==> src/rtl/rni_pkg.sv <==
// Package for the Roman numeral decoder: letter ranks, letter values and the
// decoder state record with its reset value. No dependencies.
package rni_pkg;

   localparam int unsigned CharWidth  = 8;
   localparam int unsigned ValueWidth = 14;
   localparam int unsigned RankWidth  = 3;
   localparam int unsigned LetterWidth = 11;

   typedef logic [RankWidth-1:0]   rank_type;
   typedef logic [ValueWidth-1:0]  total_type;
   typedef logic [LetterWidth-1:0] letter_type;

   localparam rank_type   RankI  = 3'd0;
   localparam rank_type   RankV  = 3'd1;
   localparam rank_type   RankX  = 3'd2;
   localparam rank_type   RankL  = 3'd3;
   localparam rank_type   RankC  = 3'd4;
   localparam rank_type   RankD  = 3'd5;
   localparam rank_type   RankM  = 3'd6;
   localparam rank_type   NoRank = 3'd7;

   localparam total_type  TotalMax   = total_type'(16383);
   localparam logic [1:0] RunStart   = 2'd2;
   localparam logic [1:0] RunMax     = 2'd3;
   localparam rank_type   MaxSpan    = 3'd2;

   typedef struct packed {
      logic       pending_flag;
      rank_type   pending_rank;
      logic       run_flag;
      rank_type   run_rank;
      logic [1:0] run_length;
      rank_type   rank_ceiling;
      total_type  running_total;
      logic       error_flag;
   } rni_state_type;

   localparam rni_state_type StateReset = '{
      pending_flag:  1'b0,
      pending_rank:  RankI,
      run_flag:      1'b0,
      run_rank:      RankI,
      run_length:    2'd0,
      rank_ceiling:  NoRank,
      running_total: '0,
      error_flag:    1'b0
   };

   function automatic rank_type rank_of(input logic [CharWidth-1:0] c);
      rank_type r;
      unique case (c)
         8'h49:   r = RankI;
         8'h56:   r = RankV;
         8'h58:   r = RankX;
         8'h4C:   r = RankL;
         8'h43:   r = RankC;
         8'h44:   r = RankD;
         8'h4D:   r = RankM;
         default: r = NoRank;
      endcase
      return r;
   endfunction

   function automatic letter_type letter_value(input rank_type r);
      letter_type v;
      unique case (r)
         RankI:   v = 11'd1;
         RankV:   v = 11'd5;
         RankX:   v = 11'd10;
         RankL:   v = 11'd50;
         RankC:   v = 11'd100;
         RankD:   v = 11'd500;
         RankM:   v = 11'd1000;
         default: v = 11'd0;
      endcase
      return v;
   endfunction

endpackage

==> src/rtl/rni_if.sv <==
// Channel interfaces for the Roman numeral decoder: character beats in,
// value beats out. Depends on rni_pkg.
interface rni_req_if import rni_pkg::*; ();
   logic                 valid;
   logic                 ready;
   logic [CharWidth-1:0] char_code;
   logic                 last_char;

   modport source (output valid, output char_code, output last_char, input ready);
   modport sink   (input valid, input char_code, input last_char, output ready);
endinterface

interface rni_rsp_if import rni_pkg::*; ();
   logic                  valid;
   logic                  ready;
   logic [ValueWidth-1:0] value;
   logic                  valid_res;

   modport source (output valid, output value, output valid_res, input ready);
   modport sink   (input valid, input value, input valid_res, output ready);
endinterface

==> src/rtl/roman_numeral_to_integer.sv <==
// Roman numeral decoder top level: input register, one-pass token logic and
// result register. Depends on rni_pkg and the channel interfaces in rni_if.sv.
//
//   channel   dir   payload                 beat
//   req_bus   in    char_code, last_char    one character
//   rsp_bus   out   value, valid_res        one decoded numeral
//
// One character per cycle, unless a last character waits on a stalled result;
// a result is offered from the result register once its last character has passed the input register.
// Reset clears the decoder state and both valid flags.
// A stalled result holds; characters keep flowing into the input register and
// only a last character waits for the result register to free up.
module roman_numeral_to_integer
   import rni_pkg::*;
(
   input  logic          clock,
   input  logic          reset,
   rni_req_if.sink       req_bus,
   rni_rsp_if.source     rsp_bus
);

   logic                 in_valid_ff;
   logic [CharWidth-1:0] in_char_ff;
   logic                 in_last_ff;
   logic                 advance;

   rni_state_type        state_ff, state_in, step;
   logic                 rsp_valid_ff;
   total_type            rsp_value_ff, rsp_value_in;
   logic                 rsp_ok_ff;

   rank_type             r, t;
   logic [LetterWidth:0] add_one, add_two;
   logic [ValueWidth+1:0] sum;
   total_type            sat_total;

   assign advance       = in_valid_ff && (!in_last_ff || !rsp_valid_ff || rsp_bus.ready);
   assign req_bus.ready = !in_valid_ff || advance;

   always_ff @(posedge clock) begin
      if (reset) begin
         in_valid_ff <= 1'b0;
      end else if (req_bus.ready) begin
         in_valid_ff <= req_bus.valid;
      end
      if (req_bus.ready) begin
         in_char_ff <= req_bus.char_code;
         in_last_ff <= req_bus.last_char;
      end
   end

   always_comb begin
      step    = state_ff;
      add_one = '0;
      add_two = '0;
      r       = rank_of(in_char_ff);
      t       = state_ff.pending_rank;
      if (!state_ff.error_flag) begin
         priority if (r == NoRank) begin
            step.error_flag = 1'b1;
         end else if (state_ff.pending_flag) begin
            priority if (t < r) begin
               if ((t[0] && r[0]) || (rank_type'(r - t) > MaxSpan)) begin
                  step.error_flag = 1'b1;
               end else begin
                  add_one = {1'b0, letter_value(r) - letter_value(t)};
                  step.rank_ceiling = t;
                  step.pending_flag = 1'b0;
               end
            end else if (t == r) begin
               if (t[0]) begin
                  step.error_flag = 1'b1;
               end else begin
                  step.run_flag     = 1'b1;
                  step.run_rank     = t;
                  step.run_length   = RunStart;
                  step.rank_ceiling = t;
                  step.pending_flag = 1'b0;
               end
            end else begin
               add_one = {1'b0, letter_value(t)};
               if (r >= state_ff.rank_ceiling) begin
                  step.error_flag   = 1'b1;
                  step.pending_flag = 1'b0;
               end else begin
                  step.pending_flag = 1'b1;
                  step.pending_rank = r;
               end
            end
         end else if (state_ff.run_flag) begin
            if (r == state_ff.run_rank) begin
               if (state_ff.run_length >= RunMax) begin
                  step.error_flag = 1'b1;
               end else begin
                  step.run_length = state_ff.run_length + 2'd1;
               end
            end else begin
               add_one = (LetterWidth+1)'(state_ff.run_length)
                       * (LetterWidth+1)'(letter_value(state_ff.run_rank));
               step.run_flag = 1'b0;
               if (r >= state_ff.rank_ceiling) begin
                  step.error_flag = 1'b1;
               end else begin
                  step.pending_flag = 1'b1;
                  step.pending_rank = r;
               end
            end
         end else begin
            if (r >= state_ff.rank_ceiling) begin
               step.error_flag = 1'b1;
            end else begin
               step.pending_flag = 1'b1;
               step.pending_rank = r;
            end
         end
      end
      // closing the numeral flushes a waiting letter or an open run
      if (in_last_ff && !step.error_flag) begin
         if (step.pending_flag) begin
            add_two = {1'b0, letter_value(step.pending_rank)};
         end else if (step.run_flag) begin
            add_two = (LetterWidth+1)'(step.run_length)
                    * (LetterWidth+1)'(letter_value(step.run_rank));
         end
      end
      // both adds are non-negative, so one saturation at the end suffices
      sum = (ValueWidth+2)'(state_ff.running_total) + (ValueWidth+2)'(add_one)
          + (ValueWidth+2)'(add_two);
      sat_total = (sum > (ValueWidth+2)'(TotalMax)) ? TotalMax : sum[ValueWidth-1:0];
      step.running_total = sat_total;
      rsp_value_in = step.error_flag ? '0 : sat_total;
      state_in = in_last_ff ? StateReset : step;
   end

   always_ff @(posedge clock) begin
      if (reset) begin
         state_ff     <= StateReset;
         rsp_valid_ff <= 1'b0;
      end else begin
         if (advance) begin
            state_ff <= state_in;
         end
         if (advance && in_last_ff) begin
            rsp_valid_ff <= 1'b1;
         end else if (rsp_bus.ready) begin
            rsp_valid_ff <= 1'b0;
         end
      end
      if (advance && in_last_ff) begin
         rsp_value_ff <= rsp_value_in;
         rsp_ok_ff    <= !step.error_flag;
      end
   end

   assign rsp_bus.valid     = rsp_valid_ff;
   assign rsp_bus.value     = rsp_value_ff;
   assign rsp_bus.valid_res = rsp_ok_ff;

endmodule

==> src/flat_wrapper.sv <==
// flat-port wrapper written by rule: the top's interface ports become plain ports
module roman_numeral_to_integer_flat import rni_pkg::*;
  (clock, reset, req_bus_valid, req_bus_char_code, req_bus_last_char, req_bus_ready, rsp_bus_valid, rsp_bus_value, rsp_bus_valid_res, rsp_bus_ready);
  rni_req_if req_bus_i ();
  rni_rsp_if rsp_bus_i ();
  input  logic clock;
  input  logic reset;
  input wire logic [$bits(req_bus_i.valid)-1:0] req_bus_valid;
  input wire logic [$bits(req_bus_i.char_code)-1:0] req_bus_char_code;
  input wire logic [$bits(req_bus_i.last_char)-1:0] req_bus_last_char;
  output wire logic [$bits(req_bus_i.ready)-1:0] req_bus_ready;
  output wire logic [$bits(rsp_bus_i.valid)-1:0] rsp_bus_valid;
  output wire logic [$bits(rsp_bus_i.value)-1:0] rsp_bus_value;
  output wire logic [$bits(rsp_bus_i.valid_res)-1:0] rsp_bus_valid_res;
  input wire logic [$bits(rsp_bus_i.ready)-1:0] rsp_bus_ready;
  assign req_bus_i.valid = req_bus_valid;
  assign req_bus_i.char_code = req_bus_char_code;
  assign req_bus_i.last_char = req_bus_last_char;
  assign req_bus_ready = req_bus_i.ready;
  assign rsp_bus_valid = rsp_bus_i.valid;
  assign rsp_bus_value = rsp_bus_i.value;
  assign rsp_bus_valid_res = rsp_bus_i.valid_res;
  assign rsp_bus_i.ready = rsp_bus_ready;
  roman_numeral_to_integer u_core (.clock(clock), .reset(reset), .req_bus(req_bus_i), .rsp_bus(rsp_bus_i));
endmodule
==> config.mk <==
export PLATFORM = sky130hd
export DESIGN_NAME = roman_numeral_to_integer_flat
export DESIGN_NICKNAME = d
export VERILOG_FILES = /design/src/rtl/rni_pkg.sv /design/src/rtl/rni_if.sv /design/src/rtl/roman_numeral_to_integer.sv /design/src/flat_wrapper.sv
export SDC_FILE = /design/constraint.sdc
export NUM_CORES = 1
export LEC_CHECK = 0
export ABC_AREA = 1
export BUFFER_PORTS_ARGS = -buffer_cell sky130_fd_sc_hd__buf_2
export CORE_MARGIN = 5
export CORE_UTILIZATION = 50
export DETAILED_ROUTE_END_ITERATION = 10
export PLACE_DENSITY = 0.78
export SYNTH_ARGS = -nofsm -noshare
export SYNTH_HDL_FRONTEND = slang
export SYNTH_SLANG_ARGS = --single-unit
==> constraint.sdc <==
create_clock -name clock -period 7 [get_ports clock]
set_input_delay 1.05 -clock clock [delete_from_list [all_inputs] [get_ports clock]]
set_output_delay 1.05 -clock clock [all_outputs]
set_load 0.01 [all_outputs]
==> results.toml, run 1 <==
[pwr]
power.density_mw_per_mm2 = 100
combinationalPowerShare_pct = 8.1
intPower_w = 0.000487
p_leak_nw = 2.99
clockPowerShare_pct = 40.5
power_frac_seq_pct = 51.3
vdd_drop_max_mv = 0.0992
swShare_pct = 25.9
p_switching_w = 0.000170

[setup_path]
cp.arrival_ns = 6.44
reg2reg_to = "u_core.rsp_bus.value[11]"
r2r-start = "u_core.in_char_ff[0]"
cp-start-kind = "register"
crit_type = "register to register"
cp_slowest_cell = "edfxtp_1"
cp_slowest_stage_delay_ns = 0.44
end_kind = "register"
regToRegSetupSlack_ns = 0.61
path_max_fanout = 7
reg2reg_depth = 40
crit_required_ns = 7.05

[drt]
routed_via_density = 5.44
route.detailed.drc = 0
drt-pass1-iter-count = 5
vias = 5831
drt_iter0_markers = 577
wl_um = 14900
wire_per_inst_um = 13.9
ant_nets = 0

[sta]
setup_ws_ns = 0.610
min_period_ns = 6.39
worstMarginPinSlew_ns = 1.04
hold_viol = 0
finalMaxSlewViolations = 0
fin_worst_hold_slack_ns = 0.473
rsz0062_at_grt = "false"
setup_tns_ns = 0
period_share_pct = 91.3
relSlewSlack_pct = 30.2
setup_viol = 0
max_freq_mhz = 157
skew_ns = 0.0120

[clocking]
root_buffer = "clkbuf_16"
clock_latency_ns = 0.31
cts-buffers-inserted = 5
ctsLongestPathBuffers = 2
hold_buffers = 0
htreeDepth = 2
cts_tree = "yes"
clock-sinks = 54
clk_pin_slew_ns = 0.08

[logic_synthesis]
yosys.area.top_type = "ha_1"
async_reset_ff_share_pct = 0
syn_inst = 896
synth_seq_cells = 54
yosysWarnings = 0
synth_edf_count = 24
yosysTopAreaCellShare_pct = 12.1
syn-num-nets = 973
ys_seq_area_share_pct = 22.0
dominantRegCellSynth = "dfxtp_1"
ys_types = 52
synth.area.top_cells = "ha_1, edfxtp_1, nand2_1"
syn-mean-instance-area_um2 = 6.69
syn-cell-area_mm2 = 0.00599

[global_routing]
use_met1_pct = 30.2
gr-total-overflow = 0
grt_pass1_vias = 5098
grt_util_met3_pct = 2.52
track_usage_pct = 20.7
antenna_found_initial = 0
grt-busiest-layer = "met2"
grt_pass1_wl_um = 24500
use_met2_pct = 30.6
grt_max_degree = 29

[floorplanning]
start_util_pct = 50.5
dieHeight_um = 119
io_pins = 30
dieArea_mm2 = 0.0143
coreArea_mm2 = 0.0119
die_width_um = 119
rows = 40

[placed_design]
port-buffer-count = 29
post-dp-hpwl_um = 11800
pre_cts_ws_ns = 0.245
gp_congestion = 0.990
dpl.cell_count = 1059

[worst_hold_path]
min_path_cells = 2
hp-start = "u_core.state_ff[12]"
holdPathEnd = "u_core.state_ff[12]"
hold_path.class = "register to register"

[final_layout]
instances_no_fill = 1072
area_growth_pct = 9.10
num_antenna_cells = 0
drive_gt1_share_pct = 13.3
final_nets = 1001

[outcome]
status = "finished, final reports clean"

[flow_run]
max_cap_viol_count = 0
[flip-flops by register name (all words and copies together), names as in the netlist]
name,cells
u_core.t,3
u_core.rsp_bus.value,14
u_core.in_valid_ff,1
u_core.state_ff,25
u_core.in_char_ff,8
u_core.rsp_bus.valid,1
u_core.rsp_bus.valid_res,1
u_core.in_last_ff,1
[routing by layer]
metal / wire length [um] / vias up / share of wire [%]
li1: - / 2983 / -
met1: 6930 / 2586 / 46
met2: 6170 / 222 / 41
met3: 1170 / 40 / 7.8
met4: 658 / 0 / 4.4
met5: 0 / - / 0
[synth_stat cells (4+ instances only)]
master    count
nor2_4        5
inv_2         8
xor2_1       23
or2_2         5
nand2_1     190
o31ai_1       6
a211oi_1      4
a31oi_1       5
nand2_4      10
inv_1       124
nand2_2      14
nor3_1       14
o21ai_1       4
edfxtp_1     24
nor2_2        6
nor2_1      115
o21ai_0      50
nand3_1      27
a221oi_1      4
dfxtp_1      30
clkbuf_1     14
fa_1          6
ha_1         58
a21oi_1      92
xnor2_1      10
o21bai_1      6
[layout by cell type (no fill, tap or decap), types with 11 or more instances in the layout]
cell,instances
ha_1,58
buf_2,29
nor3_1,14
edfxtp_1,24
a21oi_1,92
nand3_1,26
nand2_1,189
inv_1,123
dfxtp_1,30
o21ai_0,49
nand2_4,11
xor2_1,23
nor2_1,113
nand2_2,14
[layout make-up]
| cell class | instances | area [um2] |
|---|---|---|
| Timing Repair Buffer | 39 | 220 |
| Tap cell | 147 | 184 |
| Sequential cell | 54 | 1320 |
| Clock inverter | 3 | 28.8 |
| Fill cell | 1101 | 5320 |
| Inverter | 138 | 528 |
| Clock buffer | 5 | 125 |
| Multi-Input combinational cell | 686 | 4130 |
[kinds of logic after synthesis]
family          Yosys count  synth area share, %
flops                    54                 22.0
compound gates          186                 17.8
buf+inv                 157                 10.2
simple gates            402                 31.0
fa+ha+maj                64                 14.1
xor+xnor                 33                 4.82
[worst max-delay path: cells and delay by family (launching register included)]
| family | cells | cell delay (ns) |
|---|---|---|
| adder cells (fa/ha/maj) | 4 | 1.19 |
| flip-flops | 1 | 0.44 |
| buffers and inverters | 5 | 0.38 |
| AND/OR/NAND/NOR | 23 | 2.71 |
| AO/OA/AOI/OAI | 8 | 1.41 |
[how the worst max path moves through the flow]
stage | depth (start not counted) | to | start
6_report | 40 | u_core.rsp_bus.value[11] | u_core.in_char_ff[0]
5_1_grt | 41 | u_core.rsp_bus.value[2] | u_core.in_char_ff[0]
4_1_cts | 42 | u_core.rsp_bus.value[2] | u_core.in_char_ff[0]
3_5_place_dp | 42 | u_core.rsp_bus.value[2] | u_core.in_char_ff[0]
3_3_place_gp | 42 | u_core.rsp_bus.value[2] | u_core.in_char_ff[2]
2_1_floorplan | 40 | u_core.rsp_bus.value[13] | u_core.in_char_ff[6]
[power by group through the flow]
stage	clock [W]	combinational, W	sequential, W
after global routing	0.000282	0.0000593	0.000338
after CTS	0.000270	0.0000522	0.000337
after global placement	0	0.0000512	0.000344
after floorplan	0	0.0000378	0.000344
final	0.000266	0.0000533	0.000337
after detailed placement	0	0.0000518	0.000345
[repair_timing]
item                                    in CTS  in global routing
setup buffers                                0                  4
endpoints found under the setup margin       0                 28
resized for setup                            0                 17
[per-stage QoR]
stage / power [W] / utilization (%) / instance area, um2
floorplan: 0.000382 / - / 5990
CTS: 0.000659 / 54.2 / 6430
global placement: 0.000396 / 52.9 / 6280
global route: 0.000679 / 55.1 / 6540
detailed placement: 0.000396 / 52.9 / 6280
finish: 0.000657 / 55.1 / 6540
Note: power is estimated with default switching activity, not from simulation.
==> run 2: changes to the inputs <==
--- a/config.mk
+++ b/config.mk
@@ -7,8 +7,9 @@
 export LEC_CHECK = 0
 export ABC_AREA = 1
 export BUFFER_PORTS_ARGS = -buffer_cell sky130_fd_sc_hd__buf_2
-export CORE_MARGIN = 5
+export CORE_MARGIN = 4
 export CORE_UTILIZATION = 50
+export CTS_BUF_LIST = sky130_fd_sc_hd__clkbuf_8 sky130_fd_sc_hd__clkbuf_16
 export DETAILED_ROUTE_END_ITERATION = 10
 export PLACE_DENSITY = 0.78
 export SYNTH_ARGS = -nofsm -noshare
==> run 2 against run 1 <==
Count of clock-buffer cells in the layout unchanged. Power shrank 0.54%. Worst setup slack worse by 0.10 ns. Largest power group unchanged.
==> results.toml, run 2 (synthesized netlist as in run 1, its figures left out) <==
[final_layout]
num-fill-cells = 1089
fin_util_pct = 56.6
seqCellArea_mm2 = 0.00132
final_common_cell = "nand2_1"
drive_gt1_share_pct = 13.6
top_register = "u_core.state_ff"
largest_reg_flops = 25
multi_input_area_mm2 = 0.00413
area_growth_pct = 9.23
final_nets = 1003
num_antenna_cells = 0
final_cell_mix = "nand2_1, inv_1, nor2_1, a21oi_1, ha_1"

[outcome]
status = "finished, final reports clean"

[setup_path]
crit_required_ns = 7.05
cp.arrival_ns = 6.54
path_max_fanout = 7
regToRegSetupSlack_ns = 0.51
end_kind = "register"
crit_type = "register to register"
cp_slowest_cell = "fa_1"
crit_top_cell = "inv_1"
cp_slowest_stage_delay_ns = 0.45
cp-start-kind = "register"

[pwr]
total_power_w = 0.000653
swShare_pct = 25.5
p_switching_w = 0.000167
power.density_mw_per_mm2 = 99.8
power_frac_seq_pct = 51.6
intPower_w = 0.000487
clockPowerShare_pct = 40.2
vdd_drop_max_mv = 0.0875
combinationalPowerShare_pct = 8.2
p_leak_nw = 3.01

[clocking]
clock-sinks = 54
htreeDepth = 2
hold_buffers = 0
ctsLongestPathBuffers = 2
clock_latency_ns = 0.31
clk_pin_slew_ns = 0.09
cts-buffers-inserted = 5
root_buffer = "clkbuf_16"
cts_tree = "yes"

[global_routing]
gr-total-overflow = 0
grt_pass1_wl_um = 25400
grt_max_degree = 29
track_usage_pct = 22.0
antenna_found_initial = 0
grt_pass1_vias = 5313

[drt]
ant_nets = 0
vias = 5797
wire_per_inst_um = 14.3
wl_um = 15300
route.detailed.drc = 0
drt-pass1-iter-count = 5
drt_iter0_markers = 522
routed_via_density = 5.42

[sta]
max_freq_mhz = 154
worstMarginPinSlew_ns = 1.05
setup_ws_ns = 0.508
finalMaxSlewViolations = 0
relSlewSlack_pct = 29.8
min_period_ns = 6.49
fin_worst_hold_slack_ns = 0.475
period_share_pct = 92.7
setup_viol = 0
setup_tns_ns = 0
hold_viol = 0
skew_ns = 0.0151

[floorplanning]
dieArea_mm2 = 0.0138
rows = 39
start_util_pct = 51.8
die_width_um = 117
dieHeight_um = 117
io_pins = 30
coreArea_mm2 = 0.0116

[worst_hold_path]
hold_path.class = "register to register"

[placed_design]
gp_congestion = 0.934
pre_cts_ws_ns = 0.125
port-buffer-count = 29
post-dp-hpwl_um = 12000

[flow_run]
max_cap_viol_count = 0
run 2: changes by cell type in the layout (fill, tap and decap cells not counted), sizes merged:
cell      delta
buf          +2
clkinv       -1
clkinvlp     +1
run 2: per-stage QoR:
step,area [um2],cells
detailed placement,6290,1057
finish,6550,1070
floorplan,5990,896
global route,6550,1070
global placement,6290,1057
CTS,6440,1065
run 2: routing by layer:
metal	up-vias	GRT usage, %	part of all wire [%]
met2	201	34.6	43
met3	26	2.64	6.8
met4	0	7.33	2.8
met5	-	0	0
met1	2582	31.5	47
li1	2988	-	-
run 2: worst paths after layout:
path                                      startpoint                 endpoint  depth (start not counted)
worst min-delay path             u_core.state_ff[12]      u_core.state_ff[12]                          2
worst max-delay path            u_core.in_char_ff[0]  u_core.rsp_bus.value[7]                         41
worst min register to register   u_core.state_ff[12]      u_core.state_ff[12]                          2
worst max register to register  u_core.in_char_ff[0]  u_core.rsp_bus.value[7]                         41
run 2: power groups by stage:
stage | sequential, W | combinational, W | clock, W
floorplan | 0.000344 | 0.0000378 | 0
finish | 0.000337 | 0.0000533 | 0.000263
global route | 0.000338 | 0.0000600 | 0.000280
detailed placement | 0.000345 | 0.0000520 | 0
global placement | 0.000344 | 0.0000514 | 0
CTS | 0.000337 | 0.0000523 | 0.000268
run 2: timing repair:
action                                 in CTS  in global routing
gates resized for setup                     0                 16
buffers inserted                            0                  4
setup endpoints to repair                   0                 28
endpoints found under the hold margin       0                  0
run 2: cell type report:
| class | count | share of cell area [%] |
|---|---|---|
| repair buffers | 41 | 3.59 |
| multi-input cells | 686 | 63.0 |
| flip-flops and latches | 54 | 20.2 |
| well taps | 143 | 2.73 |
| inverters | 138 | 8.12 |
| clock inverters | 3 | 0.440 |
| clock buffers | 5 | 1.91 |
run 2: critical path, delay by kind of cell (launching register included):
| family | cells | cell delay (ns) |
|---|---|---|
| flops | 1 | 0.41 |
| simple gates | 21 | 2.58 |
| xor+xnor | 1 | 0.13 |
| compound gates | 6 | 0.87 |
| buf+inv | 8 | 0.64 |
| fa+ha+maj | 5 | 1.60 |
==> run 3: changes to the inputs <==
--- a/config.mk
+++ b/config.mk
@@ -5,13 +5,13 @@
 export SDC_FILE = /design/constraint.sdc
 export NUM_CORES = 1
 export LEC_CHECK = 0
-export ABC_AREA = 1
-export BUFFER_PORTS_ARGS = -buffer_cell sky130_fd_sc_hd__buf_2
+export BUFFER_PORTS_ARGS = -buffer_cell sky130_fd_sc_hd__clkbuf_2
 export CORE_MARGIN = 4
 export CORE_UTILIZATION = 50
 export CTS_BUF_LIST = sky130_fd_sc_hd__clkbuf_8 sky130_fd_sc_hd__clkbuf_16
 export DETAILED_ROUTE_END_ITERATION = 10
 export PLACE_DENSITY = 0.78
+export SETUP_SLACK_MARGIN = 0.2
 export SYNTH_ARGS = -nofsm -noshare
 export SYNTH_HDL_FRONTEND = slang
 export SYNTH_SLANG_ARGS = --single-unit
==> run 3 against run 2 <==
The flow now finishes with violations (negative setup slack). Register-to-register slack got worse by 0.95 ns. Via count is 25% higher. Hold slack got worse by 0.0089 ns. Largest power group unchanged. Critical endpoint is now u_core.rsp_bus.value[2]. Combinational power grew 18%. Sequential cell count is the same. Clock skew shrank 0.0077 ns. Clock power is 2% lower. Global-route usage is 6.6 points higher. Sequential power about the same.
==> results.toml, run 3 <==
[logic_synthesis]
synth_top_family_by_area = "simple AND/OR/NAND/NOR gates"
async_reset_ff_share_pct = 0
synth_xor_area_share_pct = 5.42
syn-num-nets = 879
synth_compound_area_share_pct = 26.0
synth_seq_cells = 54
yosysWarnings = 0
yosysMostFrequentCell = "nor2_1"
synthTopCellsByCount = "nor2_1, nand2_1, a21oi_1, ha_1, o21ai_0"
syn-cell-area_mm2 = 0.00614
synth_edf_count = 24
yosysTopAreaCellShare_pct = 11.8
synth_adder_area_share_pct = 13.8
syn-mean-instance-area_um2 = 7.65
synthMuxAreaShare_pct = 1.53
synth.area.top_cells = "ha_1, edfxtp_1, dfxtp_1"
syn_inst = 802
yosys.area.top_type = "ha_1"
yosys.area_share.simple_pct = 26.6
dominantRegCellSynth = "dfxtp_1"
ys_types = 84
ys_seq_area_share_pct = 21.5

[clocking]
clock_latency_ns = 0.31
hold_buffers = 0
root_buffer = "clkbuf_16"
clock-sinks = 54
cts_tree = "yes"
ctsLongestPathBuffers = 2
htreeDepth = 2
cts-buffers-inserted = 5
clk_pin_slew_ns = 0.07

[pwr]
power.density_mw_per_mm2 = 83.0
p_leak_nw = 3.48
vdd_drop_max_mv = 0.193

[global_routing]
grt_pass1_vias = 6549
gr-total-overflow = 0
track_usage_pct = 28.6
grt_max_degree = 28
grt_pass1_wl_um = 33100
antenna_found_initial = 0

[floorplanning]
start_util_pct = 51.1
dieHeight_um = 119
io_pins = 30
coreArea_mm2 = 0.0120
rows = 40
die_width_um = 119
dieArea_mm2 = 0.0141

[sta]
rsz0062_at_grt = "true"
max_freq_mhz = 134
setup_viol = 28
hold_viol = 0
period_share_pct = 106
relSlewSlack_pct = 29.4
skew_ns = 0.00745
worstMarginPinSlew_ns = 1.05
setup_ws_ns = -0.438
min_period_ns = 7.44
finalMaxSlewViolations = 0

[final_layout]
top_register = "u_core.state_ff"
largest_reg_flops = 25
num_antenna_cells = 0
final_common_cell = "buf_4"
final_area_mm2 = 0.00792
final_cell_mix = "buf_4, nor2_1, nand2_1, ha_1, a21oi_1"
fin_util_pct = 66.0
area_growth_pct = 29.1
final_nets = 1023
drive_gt1_share_pct = 28.0

[setup_path]
path_max_fanout = 6
cp_slowest_stage_delay_ns = 0.54
cp-start-kind = "register"
crit_buf_inv = 4
cp_slowest_cell = "or4b_4"
end_kind = "register"
crit_top_cell = "buf_4"
cp.arrival_ns = 7.47
crit_required_ns = 7.03
cp_top_family = "simple AND/OR/NAND/NOR gates"
crit_type = "register to register"

[placed_design]
post_dp_cell_area_mm2 = 0.00733
gp_congestion = 1.03
port-buffer-count = 29
post-dp-hpwl_um = 14900

[drt]
routed_via_density = 6.61
drt_iter0_markers = 1033
route.detailed.drc = 0
drt-pass1-iter-count = 7
wire_per_inst_um = 19.7
wl_um = 21600
vias = 7230
ant_nets = 0

[outcome]
status = "finished with violations"
violations = "negative setup slack"

[flow_run]
max_cap_viol_count = 0

[worst_hold_path]
hold_path.class = "register to register"
-- run 3: power by group --
part	switching (W)	internal (W)	total, W	leakage (nW)
clock	0.000125	0.000133	0.000258	0.0679
combinational	0.0000362	0.0000265	0.0000627	2.91
sequential	0.00000427	0.000333	0.000337	0.498
-- run 3: timing repair --
action / 4_1_cts / 5_1_grt
pin swaps: 16 / 5
setup buffers: 22 / 6
gates resized for setup: 25 / 16
endpoints found under the setup margin: 28 / 28
cloned: 0 / 0
-- run 3: layout make-up --
cell class | instances | area (um2)
multi-input cells | 670 | 4860
fillers | 915 | 4090
flip-flops and latches | 54 | 1320
repair buffers | 172 | 1250
well taps | 147 | 184
inverters | 43 | 161
clock buffers | 5 | 125
clock inverters | 3 | 20.0
-- run 3: cells by family after synthesis --
logic type / Yosys count
and+or+nand+nor: 324
xor gates and xnor gates: 38
muxes: 9
DFF: 54
AOI/OAI and AO/OA: 235
buffers and inverters: 78
adders and majority gates: 64
-- run 3: through the flow --
| step | total power [W] | hold slack, ns | cells | TNS, ns | worst slack (ns) |
|---|---|---|---|---|---|
| 2_1_floorplan | 0.000377 | 0.432 | 802 | -1.02 | -0.128 |
| 5_1_grt | 0.000676 | 0.473 | 1094 | -16.20 | -0.664 |
| 3_3_place_gp | 0.000399 | 0.449 | 1058 | 0 | 0.0181 |
| 6_report | 0.000657 | 0.466 | 1094 | -9.34 | -0.438 |
| 3_5_place_dp | 0.000401 | 0.451 | 1058 | -3.94 | -0.254 |
| 4_1_cts | 0.000654 | 0.462 | 1088 | 0 | 0.0277 |
-- run 3: final timing paths --
check                                          start                      end  slack [ns]  cells past startpoint
worst max-delay path            u_core.in_char_ff[3]  u_core.rsp_bus.value[2]       -0.44                     31
worst min-delay path             u_core.state_ff[11]      u_core.state_ff[11]        0.47                      2
worst max register to register  u_core.in_char_ff[3]  u_core.rsp_bus.value[2]       -0.44                     31
worst min register to register   u_core.state_ff[11]      u_core.state_ff[11]        0.47                      2
-- run 3: tightest hold or removal path, delay by kind of cell, from the launching register on --
family	cells	cell delay [ns]
AOI/OAI and AO/OA	1	0.05
DFF	1	0.32
and+or+nand+nor	1	0.05
-- run 3: layer usage --
metal	vias up	share of wire (%)	global-route usage [%]
li1	3264	-	-
met5	-	0.079	0
met3	144	13	5.17
met2	538	43	44.8
met1	3282	38	39.2
met4	2	5.5	11.2
